**src/sv/mandelbrot_escape_time_unit_defines.svh**
```systemverilog
// Assertion macros for the escape-time unit.
// Used by met_ctrl and mandelbrot_escape_time_unit; expects clk and arst_n in scope.
`ifndef MANDELBROT_ESCAPE_TIME_UNIT_DEFINES_SVH
`define MANDELBROT_ESCAPE_TIME_UNIT_DEFINES_SVH
`ifndef SYNTH
`define MET_ASSERT(lbl, prop) \
	lbl: assert property (@(posedge clk) disable iff (!arst_n) prop) \
	else $error("assertion failed");
`define MET_ASSERT_NEVER(lbl, expr) \
	lbl: assert property (@(posedge clk) disable iff (!arst_n) !(expr)) \
	else $error("forbidden condition seen");
`else
`define MET_ASSERT(lbl, prop)
`define MET_ASSERT_NEVER(lbl, expr)
`endif
`endif

```
**src/sv/met_pkg.sv**
```systemverilog
// Shared types and constants of the escape-time unit.
// No dependencies.
`timescale 1ns / 1ps

package met_pkg;

	localparam int FRAC_BITS = 28;
	localparam int COORD_W   = 32;
	localparam int IDX_W     = 12;
	localparam int CNT_W     = 12;
	localparam int PROD_W    = 2 * COORD_W;

	// escape threshold 4.0 at 2*FRAC_BITS fraction bits; off when not representable
	localparam bit              ESC_EN    = (2 * FRAC_BITS + 2) < 64;
	localparam logic [63:0]     ESC_LIMIT = ESC_EN ? (64'd1 << (2 * FRAC_BITS + 2)) : 64'd0;

	localparam logic signed [COORD_W-1:0] START_RE_RST = 32'shE0000000;
	localparam logic signed [COORD_W-1:0] START_IM_RST = 32'shF0000000;
	localparam logic signed [COORD_W-1:0] STEP_RE_RST  = 32'sd1610612;
	localparam logic signed [COORD_W-1:0] STEP_IM_RST  = 32'sd1073741;
	localparam logic [CNT_W-1:0]          MAX_ITER_RST = 12'd256;

	typedef enum logic [2:0] {
		REG_START_RE  = 3'd0,
		REG_START_IM  = 3'd1,
		REG_STEP_RE   = 3'd2,
		REG_STEP_IM   = 3'd3,
		REG_MAX_ITERS = 3'd4
	} reg_idx_t;

	typedef enum logic [2:0] {
		MUL_COL_STEP,
		MUL_ROW_STEP,
		MUL_RE_RE,
		MUL_IM_IM,
		MUL_RE_IM
	} mul_sel_t;

	typedef enum logic [2:0] {
		ST_IDLE,
		ST_C_RE,
		ST_C_IM,
		ST_SQ_RE,
		ST_SQ_IM,
		ST_CROSS,
		ST_UPDATE
	} state_t;

	// sequencer to datapath
	typedef struct packed {
		mul_sel_t mul_sel;
		logic     accept;
		logic     ld_c_re;
		logic     ld_c_im;
		logic     ld_rr;
		logic     ld_cross;
		logic     upd_z;
		logic     out_load;
	} ctl_t;

endpackage

```
**src/sv/mandelbrot_escape_time_unit.sv**
```systemverilog
// Top level of the Mandelbrot escape-time unit: config registers, iterate datapath,
// result register. Depends on met_pkg, met_mul, met_ctrl and the defines header.
`timescale 1ns / 1ps
`include "mandelbrot_escape_time_unit_defines.svh"

// Usage
//  - Input beat: column and row of one pixel, taken when in_valid is high and
//    in_stall is low. in_stall is low only while the unit has no pixel in work.
//  - Output beat: escape_count, offered with out_valid until out_stall is low.
//  - Config: cfg_index/cfg_data written when cfg_valid and cfg_ready are high;
//    cfg_ready is always high. Indices above max_iters are dropped. Write only
//    while no pixel is in work or waiting at the output.
//  - One 32x32 multiplier is shared by everything. Forming c uses it for
//    column*step_re, then row*step_im; each iteration uses it for re^2,
//    im^2 and re*im, then updates z. The iteration loop through the
//    multiplier sets the pixel rate, and the unit takes the next pixel only
//    after the current one has left its update step.
//  - The result register lets a new pixel start while the previous result
//    waits. If the receiver still stalls when the next result is ready, the
//    unit holds in its update step until the register frees.
//  - Reset (arst_n low) loads the default view and limit 256 and empties the
//    unit; no beat is lost or repeated across a stall.
module mandelbrot_escape_time_unit (
	input  logic                               clk,
	input  logic                               arst_n,
	input  logic                               in_valid,
	output logic                               in_stall,
	input  logic [met_pkg::IDX_W-1:0]          column,
	input  logic [met_pkg::IDX_W-1:0]          row,
	output logic                               out_valid,
	input  logic                               out_stall,
	output logic [met_pkg::CNT_W-1:0]          escape_count,
	input  logic                               cfg_valid,
	output logic                               cfg_ready,
	input  logic [2:0]                         cfg_index,
	input  logic [met_pkg::COORD_W-1:0]        cfg_data
);

	localparam int F     = met_pkg::FRAC_BITS;
	localparam int CW    = met_pkg::COORD_W;
	localparam int PW    = met_pkg::PROD_W;
	localparam int WIDE  = PW + 2;     // rounding sums
	localparam int SUM_W = PW - F + 4; // floored real part before saturation

	localparam logic signed [PW-1:0] SAT_MAX = PW'(64'sh000000007FFFFFFF);
	localparam logic signed [PW-1:0] SAT_MIN = PW'(-64'sh0000000080000000);

	function automatic logic signed [CW-1:0] sat32(input logic signed [PW-1:0] v);
		logic signed [CW-1:0] r;
		if (v > SAT_MAX)
			r = SAT_MAX[CW-1:0];
		else if (v < SAT_MIN)
			r = SAT_MIN[CW-1:0];
		else
			r = $signed(v[CW-1:0]);
		return r;
	endfunction

	// configuration
	logic signed [CW-1:0]             start_re_q;
	logic signed [CW-1:0]             start_im_q;
	logic signed [CW-1:0]             step_re_q;
	logic signed [CW-1:0]             step_im_q;
	logic [met_pkg::CNT_W-1:0]        max_iters_q;

	// datapath
	logic [met_pkg::IDX_W-1:0]        column_q;
	logic [met_pkg::IDX_W-1:0]        row_q;
	logic signed [CW-1:0]             c_re_q;
	logic signed [CW-1:0]             c_im_q;
	logic signed [CW-1:0]             z_re_q;
	logic signed [CW-1:0]             z_im_q;
	logic signed [PW-1:0]             prod_q;
	logic signed [PW-1:0]             rr_q;
	logic signed [SUM_W-1:0]          re_sum_q;
	logic                             esc_q;
	logic                             out_valid_q;
	logic [met_pkg::CNT_W-1:0]        escape_count_q;

	met_pkg::ctl_t                    ctl;
	logic [met_pkg::CNT_W-1:0]        count;
	logic                             out_free;

	logic signed [PW-1:0]             c_sum;
	logic [PW:0]                      mag_sq;
	logic signed [WIDE-1:0]           re_wide;
	logic signed [WIDE-1:0]           re_shift;
	logic signed [WIDE-1:0]           im_wide;
	logic signed [WIDE-1:0]           im_shift;
	logic signed [CW-1:0]             z_re_nxt;
	logic signed [CW-1:0]             z_im_nxt;

	assign cfg_ready    = 1'b1;
	assign out_valid    = out_valid_q;
	assign escape_count = escape_count_q;
	assign out_free     = !out_valid_q || !out_stall;

	met_ctrl u_ctrl (
		.clk       (clk),
		.arst_n    (arst_n),
		.in_valid  (in_valid),
		.in_stall  (in_stall),
		.max_iters (max_iters_q),
		.esc       (esc_q),
		.out_free  (out_free),
		.ctl       (ctl),
		.count     (count)
	);

	met_mul u_mul (
		.clk     (clk),
		.sel     (ctl.mul_sel),
		.column  (column_q),
		.row     (row_q),
		.step_re (step_re_q),
		.step_im (step_im_q),
		.z_re    (z_re_q),
		.z_im    (z_im_q),
		.prod_q  (prod_q)
	);

	// c = start + index*step; prod_q holds index*step for the coordinate in turn
	assign c_sum = prod_q + (ctl.ld_c_re ? PW'(start_re_q) : PW'(start_im_q));

	// cross step: prod_q = im^2. Escape test on the exact sum; real part folded
	// with c and the rounding half so a single shift gives round-then-add.
	assign mag_sq   = {1'b0, rr_q} + {1'b0, prod_q};
	assign re_wide  = WIDE'(rr_q) - WIDE'(prod_q) + (WIDE'(c_re_q) <<< F)
		+ (WIDE'(1) <<< (F - 1));
	assign re_shift = re_wide >>> F;

	// update step: prod_q = re*im; doubling is one shift less
	assign im_wide  = WIDE'(prod_q) + (WIDE'(c_im_q) <<< (F - 1))
		+ (WIDE'(1) <<< (F - 2));
	assign im_shift = im_wide >>> (F - 1);

	assign z_re_nxt = sat32(PW'(re_sum_q));
	assign z_im_nxt = sat32($signed(im_shift[PW-1:0]));

	always_ff @(posedge clk or negedge arst_n) begin
		if (!arst_n) begin
			start_re_q  <= met_pkg::START_RE_RST;
			start_im_q  <= met_pkg::START_IM_RST;
			step_re_q   <= met_pkg::STEP_RE_RST;
			step_im_q   <= met_pkg::STEP_IM_RST;
			max_iters_q <= met_pkg::MAX_ITER_RST;
			out_valid_q <= 1'b0;
		end else begin
			if (cfg_valid && cfg_ready) begin
				unique case (cfg_index)
					met_pkg::REG_START_RE:  start_re_q  <= $signed(cfg_data);
					met_pkg::REG_START_IM:  start_im_q  <= $signed(cfg_data);
					met_pkg::REG_STEP_RE:   step_re_q   <= $signed(cfg_data);
					met_pkg::REG_STEP_IM:   step_im_q   <= $signed(cfg_data);
					met_pkg::REG_MAX_ITERS: max_iters_q <= cfg_data[met_pkg::CNT_W-1:0];
					default: ;
				endcase
			end
			if (ctl.out_load)
				out_valid_q <= 1'b1;
			else if (!out_stall)
				out_valid_q <= 1'b0;
		end
	end

	always_ff @(posedge clk) begin
		if (ctl.accept) begin
			column_q <= column;
			row_q    <= row;
		end
		if (ctl.ld_c_re) begin
			c_re_q <= sat32(c_sum);
			z_re_q <= sat32(c_sum);
		end
		if (ctl.ld_c_im) begin
			c_im_q <= sat32(c_sum);
			z_im_q <= sat32(c_sum);
		end
		if (ctl.ld_rr)
			rr_q <= prod_q;
		if (ctl.ld_cross) begin
			esc_q    <= met_pkg::ESC_EN && ({1'b0, met_pkg::ESC_LIMIT} < mag_sq);
			re_sum_q <= re_shift[SUM_W-1:0];
		end
		if (ctl.upd_z) begin
			z_re_q <= z_re_nxt;
			z_im_q <= z_im_nxt;
		end
		if (ctl.out_load)
			escape_count_q <= count;
	end

	`MET_ASSERT(a_count_in_limit, out_valid |-> (escape_count <= max_iters_q))
	`MET_ASSERT(a_no_update_when_loading, ctl.out_load |-> !ctl.upd_z)
	`MET_ASSERT(a_result_after_work, $rose(out_valid) |-> $past(in_stall))

endmodule

```
**src/sv/met_mul.sv**
```systemverilog
// Shared 32x32 signed multiplier with operand select and registered product.
// Depends on met_pkg.
`timescale 1ns / 1ps

module met_mul (
	input  logic                               clk,
	input  met_pkg::mul_sel_t                  sel,
	input  logic [met_pkg::IDX_W-1:0]          column,
	input  logic [met_pkg::IDX_W-1:0]          row,
	input  logic signed [met_pkg::COORD_W-1:0] step_re,
	input  logic signed [met_pkg::COORD_W-1:0] step_im,
	input  logic signed [met_pkg::COORD_W-1:0] z_re,
	input  logic signed [met_pkg::COORD_W-1:0] z_im,
	output logic signed [met_pkg::PROD_W-1:0]  prod_q
);

	logic signed [met_pkg::COORD_W-1:0] op_a;
	logic signed [met_pkg::COORD_W-1:0] op_b;

	always_comb begin
		unique case (sel)
			met_pkg::MUL_COL_STEP: begin
				op_a = $signed({{(met_pkg::COORD_W - met_pkg::IDX_W){1'b0}}, column});
				op_b = step_re;
			end
			met_pkg::MUL_ROW_STEP: begin
				op_a = $signed({{(met_pkg::COORD_W - met_pkg::IDX_W){1'b0}}, row});
				op_b = step_im;
			end
			met_pkg::MUL_RE_RE: begin
				op_a = z_re;
				op_b = z_re;
			end
			met_pkg::MUL_IM_IM: begin
				op_a = z_im;
				op_b = z_im;
			end
			default: begin
				op_a = z_re;
				op_b = z_im;
			end
		endcase
	end

	always_ff @(posedge clk) begin
		prod_q <= met_pkg::PROD_W'(op_a) * met_pkg::PROD_W'(op_b);
	end

endmodule

```
**src/sv/met_ctrl.sv**
```systemverilog
// Sequencer of the escape-time unit: state machine, iteration counter, limit.
// Depends on met_pkg and mandelbrot_escape_time_unit_defines.svh.
`timescale 1ns / 1ps
`include "mandelbrot_escape_time_unit_defines.svh"

module met_ctrl (
	input  logic                      clk,
	input  logic                      arst_n,
	input  logic                      in_valid,
	output logic                      in_stall,
	input  logic [met_pkg::CNT_W-1:0] max_iters,
	input  logic                      esc,
	input  logic                      out_free,
	output met_pkg::ctl_t             ctl,
	output logic [met_pkg::CNT_W-1:0] count
);

	met_pkg::state_t           state_q;
	met_pkg::state_t           state_nxt;
	logic [met_pkg::CNT_W-1:0] n_q;
	logic [met_pkg::CNT_W-1:0] limit_q;
	logic                      done;

	// limit reached or magnitude over four
	assign done     = esc || (n_q == limit_q);
	assign in_stall = (state_q != met_pkg::ST_IDLE);
	assign count    = n_q;

	always_comb begin
		state_nxt = state_q;
		unique case (state_q)
			met_pkg::ST_IDLE:   if (in_valid) state_nxt = met_pkg::ST_C_RE;
			met_pkg::ST_C_RE:   state_nxt = met_pkg::ST_C_IM;
			met_pkg::ST_C_IM:   state_nxt = met_pkg::ST_SQ_RE;
			met_pkg::ST_SQ_RE:  state_nxt = met_pkg::ST_SQ_IM;
			met_pkg::ST_SQ_IM:  state_nxt = met_pkg::ST_CROSS;
			met_pkg::ST_CROSS:  state_nxt = met_pkg::ST_UPDATE;
			met_pkg::ST_UPDATE: begin
				if (!done)
					state_nxt = met_pkg::ST_SQ_RE;
				else if (out_free)
					state_nxt = met_pkg::ST_IDLE;
			end
			default:            state_nxt = met_pkg::ST_IDLE;
		endcase
	end

	always_comb begin
		ctl = '0;
		ctl.mul_sel = met_pkg::MUL_RE_IM;
		unique case (state_q)
			met_pkg::ST_IDLE: begin
				ctl.accept = in_valid;
			end
			met_pkg::ST_C_RE: begin
				ctl.mul_sel = met_pkg::MUL_COL_STEP;
			end
			met_pkg::ST_C_IM: begin
				ctl.mul_sel = met_pkg::MUL_ROW_STEP;
				ctl.ld_c_re = 1'b1;
			end
			met_pkg::ST_SQ_RE: begin
				ctl.mul_sel = met_pkg::MUL_RE_RE;
				ctl.ld_c_im = (n_q == '0);
			end
			met_pkg::ST_SQ_IM: begin
				ctl.mul_sel = met_pkg::MUL_IM_IM;
				ctl.ld_rr   = 1'b1;
			end
			met_pkg::ST_CROSS: begin
				ctl.mul_sel  = met_pkg::MUL_RE_IM;
				ctl.ld_cross = 1'b1;
			end
			met_pkg::ST_UPDATE: begin
				ctl.upd_z    = !done;
				ctl.out_load = done && out_free;
			end
			default: begin
				ctl.accept = 1'b0;
			end
		endcase
	end

	always_ff @(posedge clk or negedge arst_n) begin
		if (!arst_n) begin
			state_q <= met_pkg::ST_IDLE;
			n_q     <= '0;
			limit_q <= '0;
		end else begin
			state_q <= state_nxt;
			if (ctl.accept) begin
				n_q     <= '0;
				limit_q <= max_iters;
			end else if (ctl.upd_z) begin
				n_q <= n_q + 1'b1;
			end
		end
	end

	`MET_ASSERT(a_busy_after_accept, (in_valid && !in_stall) |=> in_stall)
	`MET_ASSERT(a_update_below_limit, ctl.upd_z |-> (n_q < limit_q))
	`MET_ASSERT(a_count_bounded, (state_q != met_pkg::ST_IDLE) |-> (n_q <= limit_q))
	`MET_ASSERT_NEVER(a_load_when_full, ctl.out_load && !out_free)

endmodule

```
**config.mk**
```make
export PLATFORM = sky130hd
export DESIGN_NAME = mandelbrot_escape_time_unit
export DESIGN_NICKNAME = d
export VERILOG_FILES = /design/src/sv/met_pkg.sv /design/src/sv/mandelbrot_escape_time_unit.sv /design/src/sv/met_mul.sv /design/src/sv/met_ctrl.sv
export VERILOG_INCLUDE_DIRS = /design/src /design/src/sv
export SDC_FILE = /design/constraint.sdc
export NUM_CORES = 2
export LEC_CHECK = 0
export BUFFER_PORTS_ARGS = -buffer_cell sky130_fd_sc_hd__buf_2
export CAP_MARGIN = 40
export CORE_UTILIZATION = 55
export CTS_BUF_LIST = sky130_fd_sc_hd__clkbuf_2
export DETAILED_ROUTE_END_ITERATION = 10
export GPL_TIMING_DRIVEN = 0
export PLACE_DENSITY = 0.71
export SETUP_SLACK_MARGIN = 0.5
export SYNTH_ARGS = -nofsm -noshare
export SYNTH_HDL_FRONTEND = slang
export SYNTH_SLANG_ARGS = --single-unit
export TNS_END_PERCENT = 1
```
**constraint.sdc**
```tcl
create_clock -name clk -period 14.4 [get_ports clk]
set_input_delay 0.72 -clock clk [delete_from_list [all_inputs] [get_ports clk]]
set_output_delay 0.72 -clock clk [all_outputs]
set_load 0.01 [all_outputs]
```
**Yosys cells after proc, flatten, opt, wreduce, memory -nomap -nowiden**

Index checks and enable logic that the tools add are counted.

- Output and inout port bits: 15
- Input bits: 64
- Logic and storage cells: 101
- Bits in registers: 499

- Reduce and logical (&&, ||, !) cells: 20
- Muxes and demuxes: 28
- Equality and inequality tests: 17
- $add $sub $neg: 8
- $mul: 1
- Order comparisons: 7

Operators with widths:

| operator | number |
|---|---|
| $mux 32 | 10 |
| $pmux 32 s3 | 2 |
| $add 65x28->66 const B | 1 |
| $add 65x60->66 | 1 |
| $add 66x29->66 const B | 1 |
| $add 64x59->65 | 1 |
| $add 64x64->65 | 1 |
| $lt 59x65->1 const A | 1 |
| $sub 64x64->65 | 1 |
| $add 64x64->64 | 1 |
| $gt 64x32->1 const B | 1 |
| $lt 64x32->1 const B | 1 |
| $mul 32x32->64 | 1 |
| $mux 64 | 1 |
| $gt 39x32->1 const B | 1 |
| $lt 39x32->1 const B | 1 |
| $gt 38x32->1 const B | 1 |
| $lt 38x32->1 const B | 1 |
| $mux 12 | 2 |
| $pmux 3 s7 | 1 |
| $eq 3x2->1 const B | 6 |
| $add 12x1->12 const B | 1 |
| $eq 12x12->1 | 1 |
| $eq 3x3->1 const B | 4 |
| other kinds (16) | 38 |

**Longest topological paths before layout**

- Depth in word-level cells: 9
- Depth in mapped cells: 37
- Gate-level depth less buffers: 33

**By module**

From an unflattened synthesis, not the netlist that was laid out.

- Cell total of the unflattened synthesis: 7585
- Area, all modules: 70413.8 µm²

Modules (own cells, without submodules):

| module | cells an instance | instances | area an instance (µm²) | seq. area each (µm²) |
|---|---|---|---|---|
| met_mul | 4250 | 1 | 38398.1 | 1281.2 |
| mandelbrot_escape_time_unit | 3161 | 1 | 30475.5 | 11578.6 |
| met_ctrl | 174 | 1 | 1540.2 | 675.6 |

**Least setup slack after synthesis**

Ideal clock, no wire load.

- Path type: reg-to-reg
- Start point: register u_ctrl.state_q[2]
- End point: register u_mul.prod_q[63] (netlist bit)
- Period minus slack after synthesis: 11.125 ns
- Setup time: 0.121 ns
- Arrival: 11.004 ns
- Data required time: 14.279 ns
- Path buffers: 5
- Setup slack: 3.275 ns
- Cell stages (with the launch flop): 35
- Path through: dfrtp_1 clkbuf_1 and2_1 clkbuf_1 clkbuf_1 clkbuf_1 a22o_1 clkbuf_1 nand2_1 fa_1 inv_1 fa_1 inv_1 fa_1 fa_1 inv_1 fa_1 fa_1 fa_1 inv_1 fa_1 inv_1 ha_1 nand3_1 or3b_2 nor3_1 a32oi_1 o311ai_0 a31oi_1 o31ai_1 a2111oi_0 o31a_1 o21ai_0 a21oi_1 xnor2_1

- Word-level cells in the longest chain between the ends: 5
- Elaborated cells between the ends (all ways): 12
- Those cells by class: 1 x mul; 7 x eq/ne; 3 x mux; 1 x reduce/logical

RTL lines:

| item | line | RTL |
|---|---|---|
| from (decl) | met_ctrl.sv:18 | `met_pkg::state_t state_q;` |
| from (signal assigned) | met_ctrl.sv:86 | `state_q <= met_pkg::ST_IDLE;` |
| from (signal assigned) | met_ctrl.sv:90 | `state_q <= state_nxt;` |
| $eq 3x3->1, or another cell as far along | met_ctrl.sv:51 | `unique case (state_q)` |
| $pmux 3 s4 * | met_ctrl.sv:51 |  |
| $eq 3x2->1, or another cell as far along | met_mul.sv:21 | `unique case (sel)` |
| $pmux 32 s3 | met_mul.sv:21 |  |
| $mul 32x32->64 * | met_mul.sv:46 | `prod_q <= met_pkg::PROD_W'(op_a) * met_pkg::PROD_W'(op_b);` |
| to (signal assigned) | met_mul.sv:46 |  |
| to (decl) | met_mul.sv:14 | `output logic signed [met_pkg::PROD_W-1:0] prod_q` |

Every way passes the cells marked *; elsewhere a longest branch is shown, timed or not.
A chain may end at the register's enable or synchronous reset.

**Final worst setup path**

- Start point: register u_ctrl.state_q[0]
- End point: register u_mul.prod_q[57] (netlist bit)

Same word-level chain as after synthesis.

==> flow_metrics.env <==
export IMPL_hp_start="cfg_data[4]"
export IMPL_critPathMaxStageDelay_ns=0.90
export IMPL_synth_area_leader_cell="fa_1"
export IMPL_worstPathArrival_ns=14.86
export IMPL_synthTopCellsByArea="fa_1, edfxtp_1, ha_1"
export IMPL_r2r_start="u_ctrl.state_q[0]$_DFFE_PN0P_"
export IMPL_overflow=0
export IMPL_area_growth_pct=8.68
export IMPL_fin_crit_ns=13.57
export IMPL_synth_nets=9046
export IMPL_die_x_um=356
export IMPL_post_drt_wl_per_cell_um=27.5
export IMPL_wirelength_um=263000
export IMPL_start_util_pct=55.7
export IMPL_setup_ws_ns=0.830
export IMPL_seq_area_frac_synth_pct=19.6
export IMPL_ant_nets=0
export IMPL_worst_pin_slew_ns=1.18
export IMPL_drc=0
export IMPL_r2r_cells=34
export IMPL_hold_path_depth=3
export IMPL_rows=129
export IMPL_drv_slew=0
export IMPL_cts_tree="done"
export IMPL_synth_edf_count=267
export IMPL_layout_common_cells="inv_1, fa_1, nor2_1, nand2_1, ha_1"
export IMPL_dp_final_hpwl_um=222000
export IMPL_clock_path_buffers=3
export IMPL_netlist_cell_type_count=90
export IMPL_final_common_cell="inv_1"
export IMPL_synth_seq_cells=499
export IMPL_crit_top_cell="fa_1"
export IMPL_grt_max_degree=119
export IMPL_first_pass_iters=10
export IMPL_drive_gt1_share_pct=8.45
export IMPL_cp_required_ns=15.69
export IMPL_ys_flop_type="edfxtp_1"
export IMPL_grt_pass1_wl_um=387000
export IMPL_skew_ns=0.243
export IMPL_relSlewSlack_pct=21.4
export IMPL_nNetsFinal=9445
export IMPL_netlist_area_sq_um=69100
export IMPL_hold_ws_ns=0.136
export IMPL_syn_avg_cell_area_sq_um=9.31
export IMPL_cts_sinks=499
export IMPL_ys_warnings_count=0
export IMPL_r2r_slack_ns=0.83
export IMPL_post_place_ws_ns=1.28
export IMPL_hold_viol_final=0
export IMPL_antenna_found_initial=16
export IMPL_ctsHtreeMaxLevel=3
export IMPL_coreArea_sq_um=124000
export IMPL_cp_max_fo=10
export IMPL_cp_slowest_cell="a22o_1"
export IMPL_finalCritPeriodShare_pct=94.2
export IMPL_hold_path_class="in2reg"
export IMPL_vias=57800
export IMPL_clk_pin_slew_ns=0.13
export IMPL_whs_endpoint="start_im_q[4]$_DFFE_PN0P_"
export IMPL_cts_setup_buffers=0
export IMPL_place_port_buffers=77
export IMPL_root_buffer="clkbuf_2"
export IMPL_numCtsBuffers=116
export IMPL_crit_type="reg2reg"
export IMPL_grt_pass1_vias=59100
export IMPL_maxCapViolCount=0
export IMPL_place_congestion=1.07
export IMPL_synth_async_reset_ratio_pct=33.7
export IMPL_clk_latency_ns=1.48
export IMPL_status="completed"
export IMPL_start_kind="flop"
export IMPL_synthCells=7420
export IMPL_rr_endpoint="u_mul.prod_q[57]$_DFF_P_"
export IMPL_fmax_ghz=0.0737
export IMPL_cp_end_kind="flop"
export IMPL_drt_iter0_drc=5740
export IMPL_viasPerCell=6.04
export IMPL_finalSetupViolCount=0
export IMPL_die_area_sq_um=127000
export IMPL_rsz0062_at_grt="no"
export IMPL_synth_top_area_share_pct=32.5
export IMPL_pin_count=79
export IMPL_grt_usage_pct=42.2
export IMPL_die_y_um=356
==> Yosys cell counts (94+ instances only) <==
library cell,number
xor2_1,94
dfrtp_1,142
edfxtp_1,267
a21oi_1,331
nand2_1,668
xnor2_1,139
a21o_1,103
fa_1,1121
nor2_1,811
clkbuf_1,300
ha_1,441
o21ai_0,280
mux2_2,188
inv_1,1372
==> area by class of cell <==
class                   count  area, sq um
inverters                1374         5160
clock inverters            40          314
flip-flops and latches    499        13500
fillers                 10900        49000
repair buffers            281         2590
multi-input cells        5220        49300
diodes                     10         25.0
well taps                1637         2050
plain buffers             327         1260
clock buffers             177          886
==> state kept, by name, summed over array words and instances (netlist names) <==
name            flops
max_iters_q        12
z_im_q             32
esc_q               1
u_ctrl.state_q      3
start_re_q         32
step_im_q          32
u_ctrl.limit_q     12
row_q              12
column_q           12
c_im_q             32
rr_q               64
u_mul.prod_q       64
start_im_q         32
z_re_q             32
c_re_q             32
escape_count       12
u_ctrl.count       12
step_re_q          32
out_valid           1
re_sum_q           38
==> metrics by stage <==
stage | TNS, ns | std cells | area (sq um) | utilization [%]
2_1_floorplan | 0 | 7420 | 69100 | -
3_3_place_gp | -27.36 | 9134 | 71500 | 57.6
3_5_place_dp | 0 | 9233 | 72800 | 58.7
4_1_cts | 0 | 9548 | 75000 | 60.4
5_1_grt | 0 | 9559 | 75100 | 60.5
6_report | 0 | 9565 | 75100 | 60.5
==> kinds of logic after synthesis <==
family	count (synthesis)	share of synthesized area, %
simple gates	1953	12.3
buf+inv	1701	9.28
fa+ha+maj	1562	40.5
compound gates	1243	11.8
flops	499	19.6
xor+xnor	233	2.95
mux	228	3.64
other cells	1	0.00543
==> metal layers <==
metal / part of all wire [%] / up-vias / GRT usage (%)
met3: 9.5 / 833 / 9.58
met5: 0.028 / - / 0
met1: 38 / 29000 / 52.9
met2: 44 / 3144 / 65.5
met4: 8.3 / 12 / 28.2
li1: - / 24900 / -
==> repair_timing <==
item | 4_1_cts | 5_1_grt
hold buffers | 98 | 0
endpoints found under the hold margin | 342 | 0
resized for setup | 0 | 2
endpoints found under the setup margin | 0 | 1
==> worst max-delay path: cells and delay by family (launching register included) <==
kind | cells | cell delay [ns]
fa+ha+maj | 9 | 4.84
xor+xnor | 1 | 0.65
flops | 1 | 0.44
compound gates | 9 | 2.74
simple gates | 7 | 2.15
buf+inv | 8 | 2.57
==> worst max path at each step <==
stage / from / end / slack (ns) / cells past startpoint
3_5_place_dp: u_ctrl.state_q[0]$_DFFE_PN0P_ / u_mul.prod_q[63]$_DFF_P_ / 1.28 / 36
5_1_grt: u_ctrl.state_q[0]$_DFFE_PN0P_ / u_mul.prod_q[57]$_DFF_P_ / 0.53 / 34
4_1_cts: u_ctrl.state_q[0]$_DFFE_PN0P_ / u_mul.prod_q[63]$_DFF_P_ / 1.19 / 36
6_report: u_ctrl.state_q[0]$_DFFE_PN0P_ / u_mul.prod_q[57]$_DFF_P_ / 0.83 / 34
2_1_floorplan: u_ctrl.state_q[2]$_DFFE_PN0P_ / u_mul.prod_q[63]$_DFF_P_ / 3.28 / 34
3_3_place_gp: u_ctrl.state_q[2]$_DFFE_PN0P_ / u_mul.prod_q[57]$_DFF_P_ / -1.79 / 33
Power is left out: the tool's default activity adds up to more than one toggle a clock period on the data nets, which glitch-free logic cannot reach.
